`src/sv/fpa_pkg.sv`:
```
package fpa_pkg;

   typedef enum logic [3:0] {
      ACT_ADD      = 4'd0,
      ACT_SUB      = 4'd1,
      ACT_MUL      = 4'd2,
      ACT_DIV      = 4'd3,
      ACT_MIN      = 4'd4,
      ACT_MAX      = 4'd5,
      ACT_INC      = 4'd6,
      ACT_DEC      = 4'd7,
      ACT_TO_INT   = 4'd8,
      ACT_FROM_INT = 4'd9
   } act_type;

   typedef struct packed {
      logic       valid;
      logic [3:0] act;
      logic       neg;
      logic       neg_a;
      logic       lt;
      logic       eq;
      logic       gt;
      logic       dz;
   } ctrl_type;

endpackage

```
`src/sv/fpa_prep.sv`:
```
module fpa_prep #(
   parameter int FRAC_BITS = 8,
   parameter int WORD_BITS = 32
) (
   input  logic                          clock,
   input  logic                          reset,
   input  logic                          en,
   input  logic                          in_valid,
   input  logic [3:0]                    in_act,
   input  logic [WORD_BITS-1:0]          in_a,
   input  logic [WORD_BITS-1:0]          in_b,
   output fpa_pkg::ctrl_type             ctrl_ff,
   output logic [WORD_BITS-1:0]          res_ff,
   output logic                          ovf_ff,
   output logic [2*WORD_BITS-1:0]        prod_ff,
   output logic [WORD_BITS-1:0]          mb_ff,
   output logic [WORD_BITS+FRAC_BITS-1:0] num_ff
);
   localparam int W = WORD_BITS;
   localparam logic [W-1:0] MAXV = {1'b0, {(W-1){1'b1}}};
   localparam logic [W-1:0] MINV = {1'b1, {(W-1){1'b0}}};

   fpa_pkg::ctrl_type c1_in, c1_ff;
   logic [W-1:0] r1_in, r1_ff, ma_in, ma_ff, mb_in, mb1_ff;
   logic         o1_in, o1_ff;
   logic         na, nb;
   logic [W-1:0] sum, dif;
   logic signed [W-1:0] sa, sb;

   always_comb begin
      sa = signed'(in_a);
      sb = signed'(in_b);
      na = in_a[W-1];
      nb = in_b[W-1];
      ma_in = na ? W'(-in_a) : in_a;
      mb_in = nb ? W'(-in_b) : in_b;
      sum = in_a + in_b;
      dif = in_a - in_b;
      c1_in.valid = in_valid;
      c1_in.act = in_act;
      c1_in.neg = na ^ nb;
      c1_in.neg_a = na;
      c1_in.lt = sa < sb;
      c1_in.eq = in_a == in_b;
      c1_in.gt = sa > sb;
      c1_in.dz = (mb_in == '0);
      r1_in = '0;
      o1_in = 1'b0;
      unique case (in_act)
         fpa_pkg::ACT_ADD: begin
            r1_in = sum;
            if (na == nb && sum[W-1] != na) begin
               o1_in = 1'b1;
               r1_in = na ? MINV : MAXV;
            end
         end
         fpa_pkg::ACT_SUB: begin
            r1_in = dif;
            if (na != nb && dif[W-1] != na) begin
               o1_in = 1'b1;
               r1_in = na ? MINV : MAXV;
            end
         end
         fpa_pkg::ACT_MIN: r1_in = (sa < sb) ? in_a : in_b;
         fpa_pkg::ACT_MAX: r1_in = (sa > sb) ? in_a : in_b;
         fpa_pkg::ACT_INC: begin
            o1_in = (in_a == MAXV);
            r1_in = o1_in ? MAXV : in_a + W'(1);
         end
         fpa_pkg::ACT_DEC: begin
            o1_in = (in_a == MINV);
            r1_in = o1_in ? MINV : in_a - W'(1);
         end
         fpa_pkg::ACT_TO_INT: r1_in = W'(sa >>> FRAC_BITS);
         fpa_pkg::ACT_FROM_INT: begin
            if (!na && sa > (signed'(MAXV) >>> FRAC_BITS)) begin
               o1_in = 1'b1;
               r1_in = MAXV;
            end else if (na && sa < (signed'(MINV) >>> FRAC_BITS)) begin
               o1_in = 1'b1;
               r1_in = MINV;
            end else begin
               r1_in = in_a << FRAC_BITS;
            end
         end
         default: r1_in = '0;
      endcase
   end

   always_ff @(posedge clock) begin
      if (reset) begin
         c1_ff.valid <= 1'b0;
         ctrl_ff.valid <= 1'b0;
      end else if (en) begin
         c1_ff <= c1_in;
         ctrl_ff <= c1_ff;
      end
      if (en) begin
         r1_ff <= r1_in;
         o1_ff <= o1_in;
         ma_ff <= ma_in;
         mb1_ff <= mb_in;
         res_ff <= r1_ff;
         ovf_ff <= o1_ff;
         prod_ff <= (2*W)'(ma_ff) * (2*W)'(mb1_ff);
         mb_ff <= mb1_ff;
         num_ff <= {ma_ff, {FRAC_BITS{1'b0}}};
      end
   end
endmodule

```
`config.mk`:
```
export PLATFORM = sky130hd
export DESIGN_NAME = fpa_prep
export DESIGN_NICKNAME = d
export VERILOG_FILES = /design/src/sv/fpa_pkg.sv /design/src/sv/fpa_prep.sv
export SDC_FILE = /design/constraint.sdc
export NUM_CORES = 2
export LEC_CHECK = 0
export BUFFER_PORTS_ARGS = -buffer_cell sky130_fd_sc_hd__buf_2
export CAP_MARGIN = 20
export CORE_UTILIZATION = 65
export CTS_CLUSTER_SIZE = 12
export DETAILED_ROUTE_END_ITERATION = 8
export PLACE_DENSITY = 0.84
export SLEW_MARGIN = 20
export SYNTH_ARGS = -nofsm -noshare
export SYNTH_HDL_FRONTEND = slang
export SYNTH_SLANG_ARGS = --single-unit
```
`constraint.sdc`:
```
create_clock -name clock -period 10.82 [get_ports clock]
set_clock_uncertainty 0.2 [all_clocks]
set_input_delay 0 -clock clock [delete_from_list [all_inputs] [get_ports clock]]
set_output_delay 0 -clock clock [all_outputs]
set_load 0.02 [all_outputs]
```
# Word level (Yosys, flattened, before mapping)
# Index checks and enable logic that the tools add are counted.
# word_totals
word_cells	78
reg_bits	280
# op_classes
bitwise_logic	2
eq_ne	14
n_lt_le_gt_ge	4
add_sub_neg	6
n_reduce_logical	8
mul	1
n_mux	17
# ops
cell	count
$mux 32	10
$pmux 32 s8	1
$mul 32x32->64	1
$neg 32->32	2
$add 32x1->32 const B	1
$add 32x32->32	1
$eq 32x31->1 const B	1
$eq 32x32->1	1
$eq 32x32->1 const B	1
$gt 32x24->1 const B	1
$gt 32x32->1	1
$logic_not 32->1	1
$lt 32x24->1 const B	1
$lt 32x32->1	1
$sub 32x1->32 const B	1
$sub 32x32->32	1
$mux 31	1
$eq 4x3->1 const B	4
$eq 4x4->1 const B	2
$pmux 1 s5	1
$eq 4x1->1 const B	1
$logic_and 1x1->1	4
$logic_not 4->1	1
$mux 1	4
other kinds (6)	8

# Depth between registers and ports, before layout
# logic_depth
ltp_word	5
ltp_mapped	30
depth_no_buf	28

# Worst setup path after synthesis
# Ideal clock, no wire load.
# synth_path
kind	reg2reg
from	register ma_ff[17]
to	register prod_ff[63], data pin
stages_incl_launch_ff	28
setup_slack_ns	3.093
path_buffers	2
arrival_time_ns	7.267
t_required_ns	10.360
cell_sequence	edfxtp_1 -> clkbuf_1 -> nand2_1 -> fa_1 -> inv_1 -> fa_1 -> inv_1 -> fa_1 -> inv_1 -> fa_1 -> fa_1 -> inv_1 -> fa_1 -> fa_1 -> fa_1 -> inv_1 -> ha_1 -> clkbuf_1 -> a21oi_1 -> o21ai_0 -> a21o_1 -> a311o_1 -> and3_1 -> nor2_1 -> nor3b_1 -> o32a_1 -> a41oi_1 -> xnor2_1
# synth_between
elab_chain_len	1
# synth_lines
item	line_no	rtl
start: declaration	fpa_prep.sv:24	logic [W-1:0] r1_in, r1_ff, ma_in, ma_ff, mb_in, mb1_ff;
start signal: assignment	fpa_prep.sv:101	ma_ff <= ma_in;
$mul 32x32->64	fpa_prep.sv:105	prod_ff <= (2*W)'(ma_ff) * (2*W)'(mb1_ff);
end signal: assignment	fpa_prep.sv:105	
end: declaration	fpa_prep.sv:15	output logic [2*WORD_BITS-1:0] prod_ff,
# Every way passes these cells.
# A chain may end at the register's enable or synchronous reset.

# Worst setup path in the final report
# layout_path
from	register mb1_ff[6]
to	register prod_ff[63], data pin
# layout_between
elab_chain_len	1
# layout_lines
item	line_no	rtl
start: declaration	fpa_prep.sv:24	
start signal: assignment	fpa_prep.sv:102	mb1_ff <= mb_in;
$mul 32x32->64	fpa_prep.sv:105	
# Every way passes these cells.

==> flow_summary.yaml <==
detailed_routing:
  first_pass_iters: 8
  drc: 0
  dr.first_iter.drc_count: 4480
  wl_per_cell_um: 22.8
  drtAntennaViolNets: 0
  via_per_inst: 6.18
  dr_total_vias: 40200
  routed_wl_um: 148000
critical_path:
  slowest_delay_ps: 1110
  cp_common_cell: "fa_1"
  start_kind: "flip-flop"
  arrival_ps: 10260
  crit_chain: "and2_1, fa_1, fa_1, inv_1, fa_1, fa_1, inv_1, fa_1, inv_1, fa_1, fa_1, fa_1, inv_1, ha_1, a21oi_1, o21ai_0, a2111oi_2, o2111ai_1, and3_1, nor2_1, nor3b_1, o32a_1, a41oi_1, xnor2_1"
  critPathKind: "reg2reg"
  worstPathRequired_ps: 10940
  critPathMaxFanout: 33
  critPathCaptureType: "flip-flop"
  critPathSlowestCell: "edfxtp_1"
final_layout:
  seq_area_um2: 8390
  fill_cells: 5511
  layout_common_cells: "948 x inv_1, 899 x fa_1, 629 x nand2_1"
  fin_cells: 6507
  multi_input_area_um2: 36800
  final_common_cell: "inv_1"
  area_delta_synth_final_pct: 7.78
  drive_gt1_share_pct: 7.45
  nets: 6755
synth:
  async_reset_ff_share_pct: 0
  syn-instance-count: 5333
  ys_warn_count: 0
  yosysUniqueCellTypes: 79
  synthTopCellsByArea: "fa_1 36%, edfxtp_1 17%, ha_1 8.2%, and2_1 7.4%, inv_1 7.1%"
  synth-edff-count: 278
  synth_top_area_share_pct: 36.0
  synthFlopType: "edfxtp_1"
  yosysSeqAreaShare_pct: 16.8
  synth.largest_area_cell: "fa_1"
  syn_avg_cell_area_um2: 9.39
  syn_area_um2: 50100
  ys_ff_latch: 280
clock_tree:
  cts_tree: "done"
  cts-resized-gates: 0
  cts_hold_buf: 95
  path_clk_slew_ps: 60
  cts_buffer_depth: 3
  clkLatencyLatePin_ps: 600
  clockRootBuffer: "clkbuf_16"
  cts_buffers: 34
  post_cts_buffers: 0
  cts_num_sinks: 280
  htree_num_levels: 2
sta:
  max_slew.worst_pin.slew_ps: 1180
  postLayoutSetupSlackWorst_ps: 681
  setup_viol: 0
  fin_setup_tns_ps: 0
  min_period_ps: 10140
  slew_violations: 0
  relSlewSlack_pct: 20.3
  fmax_mhz: 98.6
  finalCritPeriodShare_pct: 93.7
  rsz0062_at_grt: "no"
  hold_violations: 0
outcome:
  status: "finished clean"
placement:
  place_inst: 6352
  place_ws_ps: 840
  io_buffers: 243
  place_congestion: 0.990
  hpwl_um: 115000
min_path:
  min_path_type: "in2reg"
floorplanning:
  rows: 101
  core_area_um2: 76100
  die_w_um: 280
  fp.dieH_um: 280
  die-area_um2: 78100
  pin_count: 252
  initial_utilization_pct: 65.8
grt:
  grt_pass1_wl_um: 230000
  grt_pass1_vias: 41900
  overflow: 0
  grt_usage_pct: 38.4
  grt_start_max_net_pins: 94
  antenna_found_initial: 2
job:
  cap_violations: 0
-- critical path, delay by kind of cell, from the launching register on --
kind | cells | cell delay, ps
adders and majority gates | 9 | 4370
DFF | 1 | 1110
buffers and inverters | 4 | 230
xor gates and xnor gates | 1 | 100
AOI/OAI and AO/OA | 6 | 2630
and+or+nand+nor | 4 | 1230
-- final cells by class --
| type | count | area share [%] |
|---|---|---|
| Clock buffer | 37 | 1.60 |
| Inverter | 948 | 6.60 |
| Timing Repair Buffer | 423 | 5.25 |
| Antenna cell | 2 | 0.00928 |
| Tap cell | 1030 | 2.39 |
| Sequential cell | 280 | 15.5 |
| Multi-Input combinational cell | 3768 | 68.2 |
| Clock inverter | 19 | 0.417 |
-- metal layers --
metal	routed length, µm	vias to the layer above	GRT usage [%]	share of wire (%)
met5	12	-	0	0.0081
met4	9360	2	20.8	6.3
met3	18400	664	10.2	12
met2	68600	2753	61.7	46
met1	52000	19800	47.6	35
li1	-	17000	-	-
-- cells in the mapped netlist (7+ instances only) --
cell and count:
inv_1 948, fa_1 899, nand2_1 629, and2_1 594, ha_1 329, clkbuf_1 312
edfxtp_1 278, a21oi_1 188, o21ai_0 166, xnor2_1 159, nor2_1 123, nand3_1 60
nor3_1 46, nand4_1 43, xor2_1 43, a21o_1 37, o211ai_1 33, mux2i_1 29
o31ai_1 25, or3_1 23, a31oi_1 21, nand2b_1 21, o21bai_1 21, nor2b_1 19
nor4_1 18, a221oi_1 16, and3_1 16, a211oi_1 15, o2111ai_1 15, o21a_1 15
buf_1 13, o22ai_1 13, or4_1 12, buf_4 11, o41ai_1 9, a2111oi_0 8
a22oi_1 8, and4_1 7, o221ai_1 7, o31a_1 7, or2_2 7
-- registers in the layout, summed over array words and instances (netlist names) --
register	flops
prod_ff	64
ma_ff	32
mb1_ff	32
mb_ff	32
num_ff	32
r1_ff	32
res_ff	32
c1_ff	11
ctrl_ff	11
o1_ff	1
ovf_ff	1
-- through the flow --
step                      utilization (%)  hold WS [ps]  area (µm²)
after floorplan                         -          -128       50100
after global placement               68.2          23.3       51900
after detailed placement             68.2          43.3       51900
after CTS                            70.9          27.6       53900
after global routing                 70.9          71.6       53900
final                                70.9          65.5       54000
-- worst paths after layout --
path	depth (start not counted)	endpoint	slack (ps)	start
worst max-delay path	24	prod_ff[63]	680	mb1_ff[6]
worst max register to register	24	prod_ff[63]	680	mb1_ff[6]
worst min-delay path	4	c1_ff[10]	70	in_valid
worst min register to register	0	res_ff[22]	220	r1_ff[22]
-- kinds of logic (layout without fill, tap and decap cells) --
kind of cell	count (synthesis)	after routing	share of synthesized area [%]
multiplexers	34	34	0.692
flip-flops	280	280	16.8
buffers and inverters	1292	1427	9.85
AO/OA/AOI/OAI	657	657	8.36
XOR/XNOR	202	202	3.53
other	1	10	0.00749
adder cells (fa/ha/maj)	1228	1228	44.2
AND/OR/NAND/NOR	1639	1639	16.6
Power is not shown: default switching activity piles up to over one toggle a cycle in this logic, so the estimate is an artifact.
