### src/sv/fpa_pkg.sv
package fpa_pkg;

   typedef enum logic [3:0] {
      ACT_ADD      = 4'd0,
      ACT_SUB      = 4'd1,
      ACT_MUL      = 4'd2,
      ACT_DIV      = 4'd3,
      ACT_MIN      = 4'd4,
      ACT_MAX      = 4'd5,
      ACT_INC      = 4'd6,
      ACT_DEC      = 4'd7,
      ACT_TO_INT   = 4'd8,
      ACT_FROM_INT = 4'd9
   } act_type;

   typedef struct packed {
      logic       valid;
      logic [3:0] act;
      logic       neg;
      logic       neg_a;
      logic       lt;
      logic       eq;
      logic       gt;
      logic       dz;
   } ctrl_type;

endpackage

### src/sv/fpa_div_step.sv
module fpa_div_step #(
   parameter int FRAC_BITS = 8,
   parameter int WORD_BITS = 32
) (
   input  logic                           clock,
   input  logic                           reset,
   input  logic                           en,
   input  fpa_pkg::ctrl_type              ctrl_in,
   input  logic [WORD_BITS-1:0]           res_in,
   input  logic                           ovf_in,
   input  logic [2*WORD_BITS-1:0]         prod_in,
   input  logic [WORD_BITS-1:0]           mb_in,
   input  logic [WORD_BITS-1:0]           rem_in,
   input  logic [WORD_BITS+FRAC_BITS-1:0] num_in,
   input  logic [WORD_BITS+FRAC_BITS-1:0] quot_in,
   output fpa_pkg::ctrl_type              ctrl_ff,
   output logic [WORD_BITS-1:0]           res_ff,
   output logic                           ovf_ff,
   output logic [2*WORD_BITS-1:0]         prod_ff,
   output logic [WORD_BITS-1:0]           mb_ff,
   output logic [WORD_BITS-1:0]           rem_ff,
   output logic [WORD_BITS+FRAC_BITS-1:0] num_ff,
   output logic [WORD_BITS+FRAC_BITS-1:0] quot_ff
);
   localparam int W = WORD_BITS;
   localparam int QB = WORD_BITS + FRAC_BITS;

   logic [W:0]   trial;
   logic         fits;
   logic [W-1:0] rem_in_nx;

   always_comb begin
      trial = {rem_in, num_in[QB-1]};
      fits = trial >= {1'b0, mb_in};
      rem_in_nx = fits ? W'(trial - {1'b0, mb_in}) : trial[W-1:0];
   end

   always_ff @(posedge clock) begin
      if (reset) begin
         ctrl_ff.valid <= 1'b0;
      end else if (en) begin
         ctrl_ff <= ctrl_in;
      end
      if (en) begin
         res_ff <= res_in;
         ovf_ff <= ovf_in;
         prod_ff <= prod_in;
         mb_ff <= mb_in;
         rem_ff <= rem_in_nx;
         num_ff <= {num_in[QB-2:0], 1'b0};
         quot_ff <= {quot_in[QB-2:0], fits};
      end
   end
endmodule

### config.mk
export PLATFORM = sky130hd
export DESIGN_NAME = fpa_div_step
export DESIGN_NICKNAME = d
export VERILOG_FILES = /design/src/sv/fpa_pkg.sv /design/src/sv/fpa_div_step.sv
export SDC_FILE = /design/constraint.sdc
export NUM_CORES = 1
export LEC_CHECK = 0
export BUFFER_PORTS_ARGS = -buffer_cell sky130_fd_sc_hd__buf_2
export CAP_MARGIN = 20
export CORE_AREA = 2 2 199 201
export CTS_CLUSTER_SIZE = 20
export DETAILED_ROUTE_END_ITERATION = 8
export DIE_AREA = 0 0 201 203
export HOLD_SLACK_MARGIN = 0.1
export PLACE_DENSITY = 0.5
export SYNTH_ARGS = -nofsm -noshare
export SYNTH_HDL_FRONTEND = slang
export SYNTH_SLANG_ARGS = --single-unit
### constraint.sdc
create_clock -name clock -period 5 [get_ports clock]
set_input_delay 0.25 -clock clock [delete_from_list [all_inputs] [get_ports clock]]
set_output_delay 0.25 -clock clock [all_outputs]
set_load 0.01 [all_outputs]
# --- Word-level counts from Yosys, hierarchy flattened ---
# Index checks and enable logic that the tools add are counted.
word_totals:
  ff_bits: 251
  inputBits: 255
  output_inout_bits: 252
  wordCells: 20
op_classes:
  n_addsub: 1
  order_cmp: 1
  n_mux: 1
  bitwise_logic: 1
  reduce_logical: 1
op_table:
  columns: ["cell", "n"]
  rows:
  - ["$ge A33 B32 Y1", 1]
  - ["$mux W32", 1]
  - ["$sub A32 B32 Y32", 1]
  - ["$reduce_and A2 Y1", 1]
  - ["$not A1 Y1", 1]

# --- Depth between registers and ports, before layout ---
depth:
  ltp_word: 2
  depth_mapped: 13
  depth_no_buf: 12

# --- Worst setup path after synthesis ---
# OpenSTA, ideal clock, no wires.
synth_path:
  path_type: "in2reg"
  startpoint: "in mb_in[7]"
  endpoint: "reg rem_ff[13] (data pin)"
  setup_ns: 0.262
  arrival_time_ns: 2.763
  slack_ns: 1.975
  cell_stages: 12
  cell_sequence: "inv_1 ha_1 buf_2 nand4_1 or4_1 a21oi_1 nor3_1 a211oi_2 o21ai_2 o31ai_4 buf_4 mux2_1"
synth_via:
  elab_chain_len: 2
  elab_cells_between_ends: 3
  cone_classes: "add/sub (1); order compare (1); mux (1)"
synth_lines:
  columns: ["element", "line", "rtl"]
  rows:
  - ["start: declaration", "fpa_div_step.sv:12", "input logic [WORD_BITS-1:0] mb_in,"]
  - ["$sub A32 B32 Y32 / $ge A33 B32 Y1 (equally long branches)", "fpa_div_step.sv:35, fpa_div_step.sv:34", null]
  - ["$mux W32 (*)", "fpa_div_step.sv:35", "rem_in_nx = fits ? W'(trial - {1'b0, mb_in}) : trial[W-1:0];"]
  - ["named net rem_in_nx[13]", "fpa_div_step.sv:30", "logic [W-1:0] rem_in_nx;"]
  - ["end signal: assignment", "fpa_div_step.sv:49", "rem_ff <= rem_in_nx;"]
  - ["end: declaration", "fpa_div_step.sv:21", "output logic [WORD_BITS-1:0] rem_ff,"]
# Mark *: on every way through the listed nets, which the timed path passes. The rest lies on a longest branch.
# A chain may end at the register's enable or synchronous reset.

# --- Worst setup path after layout ---
layout_path:
  startpoint: "in mb_in[0]"
  endpoint: "reg rem_ff[30] (data pin)"
# The elaborated chain is that of the path after synthesis.

==> impl_metrics.tcl <==
set metrics [dict create \
    grt_antenna_before_repair 4 \
    finalCriticalPeriod_ps 3760 \
    cts_setup_buffers 0 \
    synthesis.area_um2 9770 \
    critPathMaxFanout 4 \
    synth-edff-count 250 \
    post_route_cells_drive_above_1_share_pct 40.4 \
    fillers 3574 \
    die_area_um2 40800 \
    timing.critical_path.arrival_ps 4050 \
    critPathKind "in -> reg" \
    setup-tns-final_ps 0 \
    netlist_instances 599 \
    drc 0 \
    grt_start_max_net_pins 79 \
    timing_hold_violations_final 0 \
    worst_ir_drop_vdd_mv 0.244 \
    timing.fmax_mhz 266 \
    chipWidth_um 201 \
    synth_area_leader_cell "sky130_fd_sc_hd__edfxtp_1" \
    ant_nets 0 \
    postSynthNetCount 887 \
    setup_viol_count_final 0 \
    io-pin-count 507 \
    die-height_um 203 \
    yosys.area.top_type_share_pct 76.9 \
    dr_total_vias 8082 \
    power_density_relative_to_cell_area_nw_per_um2 343 \
    grt.met2_usage_pct 29.6 \
    drt_pass1_iterations 4 \
    cp.required_ps 5290 \
    synthDistinctLibCells 49 \
    placement_rows 72 \
    synth.top_cells.by_area "sky130_fd_sc_hd__edfxtp_1 (77%), sky130_fd_sc_hd__ha_1 (4.1%), sky130_fd_sc_hd__a21oi_1 (2.8%)" \
    grt_remaining_overflow 0 \
    p_leak_nw 7.01 \
    worst_slew_margin_rel_pct 38.7 \
    drt_first_iter_violations 399 \
    yosysWarningCount 0 \
    global_route.peak_usage_layer "met2" \
    start_util_pct 25.4 \
    final_report_max_slew_violation_count 0 \
    worst_hold_path_type "in -> reg" \
    wire_per_inst_um 18.3 \
    ys_seq_elements 251 \
    track_usage_pct 16.4 \
    cts_root_buffer "sky130_fd_sc_hd__clkbuf_16" \
    final_net_count 1658 \
    postSynth.asyncResetShare_pct 0 \
    grt_pass1_vias 8300 \
    clock_sinks 251 \
    drt-total-wl_um 35000 \
    status "finished, final reports clean" \
    tritoncts.num_buffers 28 \
    cts_tree "built" \
    grt_util_met3_pct 4.08 \
    placed_wire_length_estimate_um 26100 \
    core-area_um2 38500 \
    drt-vias-per-instance 4.23 \
    max_slew.worst_pin.slew_ps 918 \
    clock_transition_at_the_registers_of_the_reported_paths_ps 60 \
    finClkSkew_ps 0 \
    start_kind "primary input" \
    final_core_util_pct 42.5 \
    postCtsResizedCells 0 \
    synth.yosys.seq_area_share_pct 77.1 \
    h-tree-depth 1 \
    drv.max_cap_violation_count 0 \
    fin_crit_sh_pct 75.2 \
    grt_first_pass_wirelength_um 50400 \
    globalRouteMet1Util_pct 18.6 \
    insertion_delay_ps 540 \
    cts.path.max_buffers 3 \
    synthesis.area_per_instance_um2 16.3 \
    routabilityCongestion 0.879 \
    setup.worst_path.end_class "flop" \
    rsz0062_at_grt "no" \
    yosys_most_used_dff "sky130_fd_sc_hd__edfxtp_1" \
    area_growth_syn_to_layout_pct 67.3 \
    io_buffer_count 504 \
]
## layout by cell type, fill, tap and decap left out, drive strengths merged, types with 2 or more instances in the layout
cell type	n
mux2i	3
and4	2
o31ai	2
nand2b	4
a2bb2oi	2
dlygate4sd3	250
xnor2	16
nand2	27
o41ai	2
a21oi	54
xor2	11
diode	2
a211o	2
clkinv	3
o21bai	3
clkinvlp	4
nor2b	3
o22ai	2
nand3	8
nand4	7
nor2	37
nor3	2
edfxtp	250
a211oi	4
mux2	10
a21o	12
o21a	6
nor4	4
buf	509
a31oi	5
o211ai	4
ha	32
bufinv	2
o21ai	17
clkbuf	42
inv	39
## final cells by class
class / count / area (µm²) / share of cell area [%]
sequential: 251 / 7530 / 46.1
timing repair buffer: 759 / 5070 / 31.1
antenna: 2 / 5.00 / 0.0306
clock buffer: 42 / 825 / 5.05
clock inverter: 10 / 111 / 0.682
multi-input combinational: 292 / 2000 / 12.3
inverter: 38 / 143 / 0.873
tap: 518 / 648 / 3.97
## Yosys cell counts, types with 2 or more instances
| cell | count |
|---|---|
| sky130_fd_sc_hd__mux2_1 | 4 |
| sky130_fd_sc_hd__nor2b_1 | 3 |
| sky130_fd_sc_hd__nand4_1 | 7 |
| sky130_fd_sc_hd__a31oi_1 | 5 |
| sky130_fd_sc_hd__a21oi_1 | 54 |
| sky130_fd_sc_hd__buf_4 | 4 |
| sky130_fd_sc_hd__xnor2_1 | 16 |
| sky130_fd_sc_hd__a2bb2oi_1 | 2 |
| sky130_fd_sc_hd__o211ai_1 | 4 |
| sky130_fd_sc_hd__o22ai_1 | 2 |
| sky130_fd_sc_hd__nand2b_1 | 4 |
| sky130_fd_sc_hd__nand3_1 | 8 |
| sky130_fd_sc_hd__o21a_1 | 6 |
| sky130_fd_sc_hd__mux2i_1 | 3 |
| sky130_fd_sc_hd__ha_1 | 32 |
| sky130_fd_sc_hd__edfxtp_1 | 250 |
| sky130_fd_sc_hd__nor3_1 | 2 |
| sky130_fd_sc_hd__clkbuf_1 | 5 |
| sky130_fd_sc_hd__o21ai_0 | 16 |
| sky130_fd_sc_hd__mux2_2 | 6 |
| sky130_fd_sc_hd__xor2_1 | 11 |
| sky130_fd_sc_hd__o21bai_1 | 3 |
| sky130_fd_sc_hd__nor4_1 | 4 |
| sky130_fd_sc_hd__a211oi_1 | 3 |
| sky130_fd_sc_hd__inv_1 | 38 |
| sky130_fd_sc_hd__nor2_1 | 37 |
| sky130_fd_sc_hd__and4_1 | 2 |
| sky130_fd_sc_hd__a21o_1 | 12 |
| sky130_fd_sc_hd__a211o_1 | 2 |
| sky130_fd_sc_hd__o41ai_1 | 2 |
| sky130_fd_sc_hd__nand2_1 | 27 |
| sky130_fd_sc_hd__buf_2 | 8 |
## state kept, by name, summed over array words and instances (netlist names)
| name | cells |
|---|---|
| mb_ff | 32 |
| prod_ff | 64 |
| rem_ff | 32 |
| quot_ff | 40 |
| ovf_ff | 1 |
| res_ff | 32 |
| ctrl_ff | 11 |
| num_ff | 39 |
## kinds of logic after synthesis
logic type | share of synthesized area (%)
flip-flops | 77.1
AO/OA/AOI/OAI | 7.53
AND/OR/NAND/NOR | 4.74
buffers and inverters | 2.42
adder cells (fa/ha/maj) | 4.30
XOR/XNOR | 2.42
multiplexers | 1.46
other | 0.0384
## worst max-delay path, cell delays in order
cell and delay [ps]:
sky130_fd_sc_hd__dlygate4sd3_1 550, sky130_fd_sc_hd__buf_2 140, sky130_fd_sc_hd__ha_1 220, sky130_fd_sc_hd__fa_1 410
sky130_fd_sc_hd__nand2b_1 190, sky130_fd_sc_hd__a21oi_1 180, sky130_fd_sc_hd__o21ai_0 220, sky130_fd_sc_hd__o311a_1 400
sky130_fd_sc_hd__a31oi_1 370, sky130_fd_sc_hd__a21oi_1 250, sky130_fd_sc_hd__o41ai_1 420, sky130_fd_sc_hd__xor2_1 120
sky130_fd_sc_hd__mux2_1 310
## worst paths after layout
check,from,endpoint,slack (ps),cells after the start
hold reg to reg,ctrl_ff[10]$_SDFFE_PP0P_,ctrl_ff[10]$_SDFFE_PP0P_,1040,3
hold / removal,rem_in[27],rem_ff[28]$_DFFE_PP_,170,4
setup reg to reg,ctrl_ff[10]$_SDFFE_PP0P_,ctrl_ff[10]$_SDFFE_PP0P_,3870,3
setup / recovery,mb_in[0],rem_ff[30]$_DFFE_PP_,1240,13
## power breakdown
part           switching (mW)  total, mW  internal, mW
registers              0.0433       2.58          2.53
clock network           0.842       2.08          1.24
logic                   0.500      0.948         0.448
total                    1.39       5.61          4.22
## stage by stage
stage	setup WS [ps]	hold slack (ps)	power (mW)	area, µm²	cells
floorplan	1970	322	2.98	9770	599
CTS	1330	122	5.70	16300	1910
finish	1240	169	5.61	16300	1912
detailed placement	1340	428	3.41	12900	1608
global placement	1350	427	3.41	12900	1608
global route	1130	147	5.86	16300	1912
## metal layers
layer,wire length [µm],up-vias
li1,-,3824
met1,13400,3891
met2,18100,317
met3,2400,50
met4,1130,0
met5,0,-
## what timing repair did
item | CTS | global route
hold buffers | 250 | 0
endpoints found under the setup margin | 0 | 0
endpoints found under the hold margin | 249 | 0
(Power assumes the default switching activity.)
