### config.mk
export PLATFORM = sky130hd
export DESIGN_NAME = fpa_finish
export DESIGN_NICKNAME = d
export VERILOG_FILES = /design/src/sv/fpa_pkg.sv /design/src/sv/fpa_finish.sv
export SDC_FILE = /design/constraint.sdc
export NUM_CORES = 1
export LEC_CHECK = 0
export BUFFER_PORTS_ARGS = -buffer_cell sky130_fd_sc_hd__clkbuf_2
export CORE_ASPECT_RATIO = 0.8
export CORE_MARGIN = 4
export CORE_UTILIZATION = 45
export DETAILED_ROUTE_END_ITERATION = 12
export GPL_TIMING_DRIVEN = 0
export PLACE_DENSITY = 0.7
export REMOVE_ABC_BUFFERS = 1
export SLEW_MARGIN = 20
export SYNTH_ARGS = -nofsm -noshare
export SYNTH_HDL_FRONTEND = slang
export SYNTH_SLANG_ARGS = --single-unit
### constraint.sdc
create_clock -name clock -period 8.31 [get_ports clock]
set_input_delay 1.662 -clock clock [delete_from_list [all_inputs] [get_ports clock]]
set_output_delay 1.662 -clock clock [all_outputs]
set_load 0.005 [all_outputs]
### src/sv/fpa_pkg.sv
package fpa_pkg;

   typedef enum logic [3:0] {
      ACT_ADD      = 4'd0,
      ACT_SUB      = 4'd1,
      ACT_MUL      = 4'd2,
      ACT_DIV      = 4'd3,
      ACT_MIN      = 4'd4,
      ACT_MAX      = 4'd5,
      ACT_INC      = 4'd6,
      ACT_DEC      = 4'd7,
      ACT_TO_INT   = 4'd8,
      ACT_FROM_INT = 4'd9
   } act_type;

   typedef struct packed {
      logic       valid;
      logic [3:0] act;
      logic       neg;
      logic       neg_a;
      logic       lt;
      logic       eq;
      logic       gt;
      logic       dz;
   } ctrl_type;

endpackage

### src/sv/fpa_finish.sv
module fpa_finish #(
   parameter int FRAC_BITS = 8,
   parameter int WORD_BITS = 32
) (
   input  logic                           clock,
   input  logic                           reset,
   input  logic                           en,
   input  fpa_pkg::ctrl_type              ctrl_in,
   input  logic [WORD_BITS-1:0]           res_in,
   input  logic                           ovf_in,
   input  logic [2*WORD_BITS-1:0]         prod_in,
   input  logic [WORD_BITS-1:0]           mb_in,
   input  logic [WORD_BITS-1:0]           rem_in,
   input  logic [WORD_BITS+FRAC_BITS-1:0] quot_in,
   output logic                           valid_ff,
   output logic [WORD_BITS-1:0]           result_ff,
   output logic                           less_ff,
   output logic                           equal_ff,
   output logic                           greater_ff,
   output logic                           dz_ff,
   output logic                           ovf_ff
);
   localparam int W = WORD_BITS;
   localparam int QB = WORD_BITS + FRAC_BITS;
   localparam logic [W-1:0] MAXV = {1'b0, {(W-1){1'b1}}};
   localparam logic [W-1:0] MINV = {1'b1, {(W-1){1'b0}}};

   logic [2*W:0]  psum, pmag;
   logic [QB:0]   dmag;
   logic [2*W:0]  lim;
   logic          rnd;
   logic [W-1:0]  result_in;
   logic          ovf_in_nx, dz_in;

   always_comb begin
      lim = ctrl_in.neg ? (2*W+1)'(MINV) : (2*W+1)'(MAXV);
      psum = {1'b0, prod_in} + ((2*W+1)'(1) << (FRAC_BITS - 1));
      pmag = psum >> FRAC_BITS;
      rnd = {rem_in, 1'b0} >= {1'b0, mb_in};
      dmag = {1'b0, quot_in} + (QB+1)'(rnd);
      result_in = res_in;
      ovf_in_nx = ovf_in;
      dz_in = 1'b0;
      unique case (ctrl_in.act)
         fpa_pkg::ACT_MUL: begin
            if (pmag > lim) begin
               ovf_in_nx = 1'b1;
               result_in = ctrl_in.neg ? MINV : MAXV;
            end else begin
               result_in = ctrl_in.neg ? W'(-pmag[W-1:0]) : pmag[W-1:0];
            end
         end
         fpa_pkg::ACT_DIV: begin
            if (ctrl_in.dz) begin
               dz_in = 1'b1;
               ovf_in_nx = 1'b1;
               result_in = ctrl_in.neg_a ? MINV : MAXV;
            end else if ((2*W+1)'(dmag) > lim) begin
               ovf_in_nx = 1'b1;
               result_in = ctrl_in.neg ? MINV : MAXV;
            end else begin
               result_in = ctrl_in.neg ? W'(-dmag[W-1:0]) : dmag[W-1:0];
            end
         end
         default: result_in = res_in;
      endcase
   end

   always_ff @(posedge clock) begin
      if (reset) begin
         valid_ff <= 1'b0;
      end else if (en) begin
         valid_ff <= ctrl_in.valid;
      end
      if (en) begin
         result_ff <= result_in;
         less_ff <= ctrl_in.lt;
         equal_ff <= ctrl_in.eq;
         greater_ff <= ctrl_in.gt;
         dz_ff <= dz_in;
         ovf_ff <= ovf_in_nx;
      end
   end
endmodule

* Word-level counts from Yosys, hierarchy flattened
Cells that the tools add are included.
** Word-level totals
- Register bits :: 38
- Output and inout bits :: 38
** Operators by class
- $add $sub $neg :: 4
- Equal/unequal tests :: 2
- Muxes and demuxes :: 14
- Order comparisons :: 3
** Operators by type and width (number)
- 32-bit 2-to-1 mux :: 8
- 64-bit by 8-bit adder with 65-bit output, second input constant :: 1
- 32-bit negation :: 2
- 32-bit one-hot mux with 2 select lines :: 1
- 57-bit by 32-bit > comparator with 1-bit output :: 1
- 40-bit by 1-bit adder with 41-bit output :: 1
- 41-bit by 32-bit > comparator with 1-bit output :: 1
- 33-bit by 32-bit greater-or-equal comparator with 1-bit output :: 1
- 4-bit by 2-bit == test with 1-bit output, second input constant :: 2
- 1-bit 2-to-1 mux :: 4
- 1-bit one-hot mux with 2 select lines :: 1

* Longest topological paths before layout
- Depth in word-level cells :: 7
- Gate-level depth with buffers :: 34
- Mapped depth without buffers :: 30

* Least setup slack after synthesis
Ideal clock, no wire load.
- Path kind :: input to register
- Start point :: in mb_in[1]
- End point :: reg result_ff[18] (data pin)
- Library setup time :: 0.268 ns
- Slack :: 0.923 ns
- Data arrival time :: 7.119 ns
- Stages :: 32
- Path through :: inv_1 ha_1 nor2b_1 o21a_1 o21a_1 o21a_1 o21a_1 o21ai_0 nand2b_1 a21oi_1 o211ai_1 a21o_1 ha_1 and4_1 clkbuf_1 nand2_1 clkbuf_1 nor3_1 xnor2_1 inv_1 ha_1 nand4_1 nor4_1 and4_1 a211oi_1 a211oi_1 nor2b_1 clkbuf_1 a21oi_1 a211o_1 a22oi_1 o21ai_0
** Between the ends
- Word-level cells in the longest chain between the ends :: 7
** RTL lines
- start: declaration :: line fpa_finish.sv:12 : input logic [WORD_BITS-1:0] mb_in,
- 33-bit by 32-bit greater-or-equal comparator with 1-bit output * :: line fpa_finish.sv:39 : rnd = {rem_in, 1'b0} >= {1'b0, mb_in};
- 40-bit by 1-bit adder with 41-bit output * :: line fpa_finish.sv:40 : dmag = {1'b0, quot_in} + (QB+1)'(rnd);
- 32-bit negation :: line fpa_finish.sv:62 : result_in = ctrl_in.neg ? W'(-dmag[W-1:0]) : dmag[W-1:0];
- 32-bit 2-to-1 mux :: line fpa_finish.sv:62
- 32-bit 2-to-1 mux * :: line fpa_finish.sv:58 : end else if ((2*W+1)'(dmag) > lim) begin
- 32-bit 2-to-1 mux * :: line fpa_finish.sv:54 : if (ctrl_in.dz) begin
- 32-bit one-hot mux with 2 select lines * :: line fpa_finish.sv:44 : unique case (ctrl_in.act)
- via result_in[18] :: line fpa_finish.sv:32 : logic [W-1:0] result_in;
- end signal: assignment :: line fpa_finish.sv:76 : result_ff <= result_in;
- end: declaration :: line fpa_finish.sv:16 : output logic [WORD_BITS-1:0] result_ff,
Mark *: on every way through the listed nets, which the timed path passes. The rest lies on a longest branch.
A chain may end at the register's enable or synchronous reset.

* Worst setup path in the final report
- Start point :: in mb_in[1]
- End point :: reg result_ff[2] (data pin)
The elaborated chain is that of the path after synthesis.

==> flow_summary_export.csv <==
group,metric,value,unit
synthesis,synth_top_family_by_area,"simple AND/OR/NAND/NOR gates",
floorplanning,start_util,46.22,%
cts,clkTransAtPathRegs,0.06,ns
sta,rsz0062_at_grt,"false",
finish,design_area,0.01097,mm^2
synthesis,synthAdderAreaFrac,13.56,%
synthesis,synthMuxAreaShare,2.413,%
synthesis,synth-async-reset-ratio,0,%
setup_path,critPathArrivalTime,8.13,ns
placement,place_ws,-1.312,ns
min_path,hp-class,"reg2reg",
detailed_routing,postRouteAntennaNets,0,
detailed_routing,firstDrtPassIters,8,
setup_path,reg2reg_slack,7.71,ns
finish,final_cell_mix,"244 x clkbuf_2, 111 x nand2_1, 98 x ha_1",
setup_path,crit_path_max_incr_delay,0.60,ns
sta,finalCriticalPeriod,8.071,ns
synthesis,syn_area,0.009230,mm^2
synthesis,ys_ff_latch,38,
placement,io_buffers,245,
synthesis,yosys_warnings,0,
setup_path,cp-start-kind,"input port",
sta,tns,0,ns
synthesis,synthCells,1312,
finish,fin_nets,1821,
setup_path,crit_type,"in2reg",
cts,h-tree-depth,2,
detailed_routing,wire_per_inst,18.63,um
synthesis,synthTopCellsByArea,"ha_1 14%, edfxtp_1 12%, xnor2_1 5.4%",
setup_path,required,8.37,ns
sta,fin_ws,0.2391,ns
synthesis,synth_top_area_share,13.56,%
synthesis,synth_edf_count,37,
synthesis,yosysSeqAreaShare,12.25,%
sta,hold_violations,0,
finish,final_common_cell,"clkbuf_2",
detailed_routing,drcViolationCount,0,
finish,antenna_cells,0,
floorplanning,core_region_area,0.01997,mm^2
floorplanning,rows,46,
setup_path,critPathSlowestCell,"a21oi_1",
finish,seq_area,0.001131,mm^2
synthesis,synth-simple-area-share,31.21,%
cts,cts_tree,"built",
sta,timing.max_slew.rel_slack,24.83,%
detailed_routing,routed_wl,32990,um
floorplanning,dieWidth,168.1,um
sta,finalSetupViolations,0,
global_routing,grt_pass1_wl,50880,um
sta,clock_skew,0,ns
setup_path,cp_max_fo,16,
cts,cts.sinks,38,
synthesis,synthXorXnorAreaFrac,7.401,%
sta,tightest_slew,1.117,ns
global_routing,grt_max_degree,75,
global_routing,antenna_found_initial,0,
setup_path,r2r_cells,2,
detailed_routing,vias,11200,
placement,hpwl,26680,um
synthesis,syn_area_per_cell,7.035,um^2
finish,drive_gt1_share,20.77,%
sta,fmax,0.1239,GHz
finish,n_fill_cell,2001,
detailed_routing,avgViaCountPerCell,6.326,
global_routing,gr-total-overflow,0,
global_routing,grt_usage,26.96,%
min_path,hold-path-cell-count,2,
floorplanning,die-height,136.1,um
placement,place_congestion,0.9692,
power_and_ir_drop,peakVddDrop,0.00006826,V
sta,min_period_over_period,97.12,%
global_routing,grt_pass1_vias,9804,
floorplanning,ioPinCount,253,
placement,place_area,0.01058,mm^2
status,status,"completed",
floorplanning,dieArea,0.02288,mm^2
setup_path,cp_common_cell,"o21a_1",
finish,multi_input_area,0.007674,mm^2
detailed_routing,drt_iter0_drc,1159,
synthesis,yosysUniqueCellTypes,78,
synthesis,ys.flop_type,"edfxtp_1",
setup_path,worst_setup_path_end_kind,"flop",
synthesis,synth_compound_area_share,26.42,%
flow_run,maxCapViolCount,0,
cts,cts_buffer_depth,2,
power_and_ir_drop,cellPowerDensity,76.50,mW/mm^2
cts,numCtsBuffers,5,
finish,syn2layout_area_growth,18.83,%
power_and_ir_drop,leakage,0.004702,uW
sta,finalMaxSlewViolations,0,
cts,clk_latency,0.28,ns
synthesis,yosys.area.top_type,"ha_1",
cts,ctsRootBufferMaster,"clkbuf_16",
## layout make-up
cell class	instances	area share (%)
Clock buffer	8	1.335
Timing Repair Buffer	258	12.40
Multi-Input combinational cell	1116	69.96
Inverter	87	2.977
Sequential cell	38	10.31
Tap cell	264	3.012
## where the power goes
| group | internal (uW) | switching [uW] | total [uW] |
|---|---|---|---|
| combinational | 166 | 240 | 405 |
| sequential | 231 | 7.16 | 239 |
| clock | 120 | 75.4 | 195 |
| total | 517 | 322 | 839 |
## metal layers
| layer | GRT usage, % | vias up | wire length, um |
|---|---|---|---|
| li1 | - | 5400 | - |
| met1 | 40.80 | 5211 | 14660 |
| met2 | 41.39 | 571 | 14360 |
| met3 | 4.738 | 21 | 3730 |
| met4 | 2.614 | 0 | 237 |
| met5 | 0 | - | 0 |
## path summary, 6_finish.rpt
path	start	endpoint
min reg2reg	valid_ff$_SDFFE_PP0P_	valid_ff$_SDFFE_PP0P_
max	mb_in[1]	result_ff[2]$_DFFE_PP_
max reg2reg	valid_ff$_SDFFE_PP0P_	valid_ff$_SDFFE_PP0P_
min	valid_ff$_SDFFE_PP0P_	valid_ff$_SDFFE_PP0P_
## critical path, delay by kind of cell
family                   cells  cell delay, ns
AO/OA/AOI/OAI               13            2.59
AND/OR/NAND/NOR             10            2.46
adder cells (fa/ha/maj)      3            0.80
buffers and inverters        4            0.40
XOR/XNOR                     1            0.20
## cells by family (layout without fill, tap and decap cells)
family          Yosys count  in the layout
fa+ha+maj               100            100
buf+inv                 159            353
flops                    38             38
mux                      22             22
compound gates          368            368
simple gates            547            548
xor+xnor                 78             78
## synthesized netlist by cell type (5+ instances only)
cell / number
a211o_1: 13
a211oi_1: 18
a21o_1: 21
a21oi_1: 91
a221oi_1: 6
a22oi_1: 12
a311o_1: 6
a31oi_1: 22
a32oi_1: 6
and2_1: 18
and3_1: 24
and4_1: 13
buf_2: 9
clkbuf_1: 56
edfxtp_1: 37
ha_1: 100
inv_1: 87
mux2i_1: 20
nand2_1: 114
nand2b_1: 11
nand3_1: 92
nand4_1: 60
nor2_1: 82
nor2b_1: 11
nor3_1: 40
nor3b_1: 5
nor4_1: 30
o211ai_1: 19
o21a_1: 7
o21ai_0: 74
o311ai_0: 6
o31ai_1: 14
o41ai_1: 6
or2_2: 5
or3_1: 17
or4_1: 8
xnor2_1: 57
xor2_1: 21
## state kept, by name (all words and copies together), names as in the netlist
| register | count |
|---|---|
| dz_ff | 1 |
| valid_ff | 1 |
| ovf_ff | 1 |
| less_ff | 1 |
| result_ff | 32 |
| equal_ff | 1 |
| greater_ff | 1 |
## per-stage QoR
step / power [uW] / util [%] / instances / hold slack, ns
floorplan: 450.3 / - / 1240 / 0.4850
global placement: 619.9 / 52.52 / 1749 / 0.4767
detailed placement: 628.8 / 52.96 / 1753 / 0.5059
CTS: 828.1 / 54.15 / 1767 / 0.5195
global route: 898.7 / 54.92 / 1771 / 0.5675
finish: 839.0 / 54.92 / 1771 / 0.5131
## what timing repair did
| item | CTS | global route |
|---|---|---|
| hold buffers | 0 | 0 |
| setup buffers | 5 | 4 |
| pin swaps | 1 | 4 |
| endpoints found under the setup margin | 33 | 33 |
| gates cloned | 1 | 0 |
| gates resized for setup | 10 | 21 |
No activity file was read; power rests on OpenSTA's default activity.
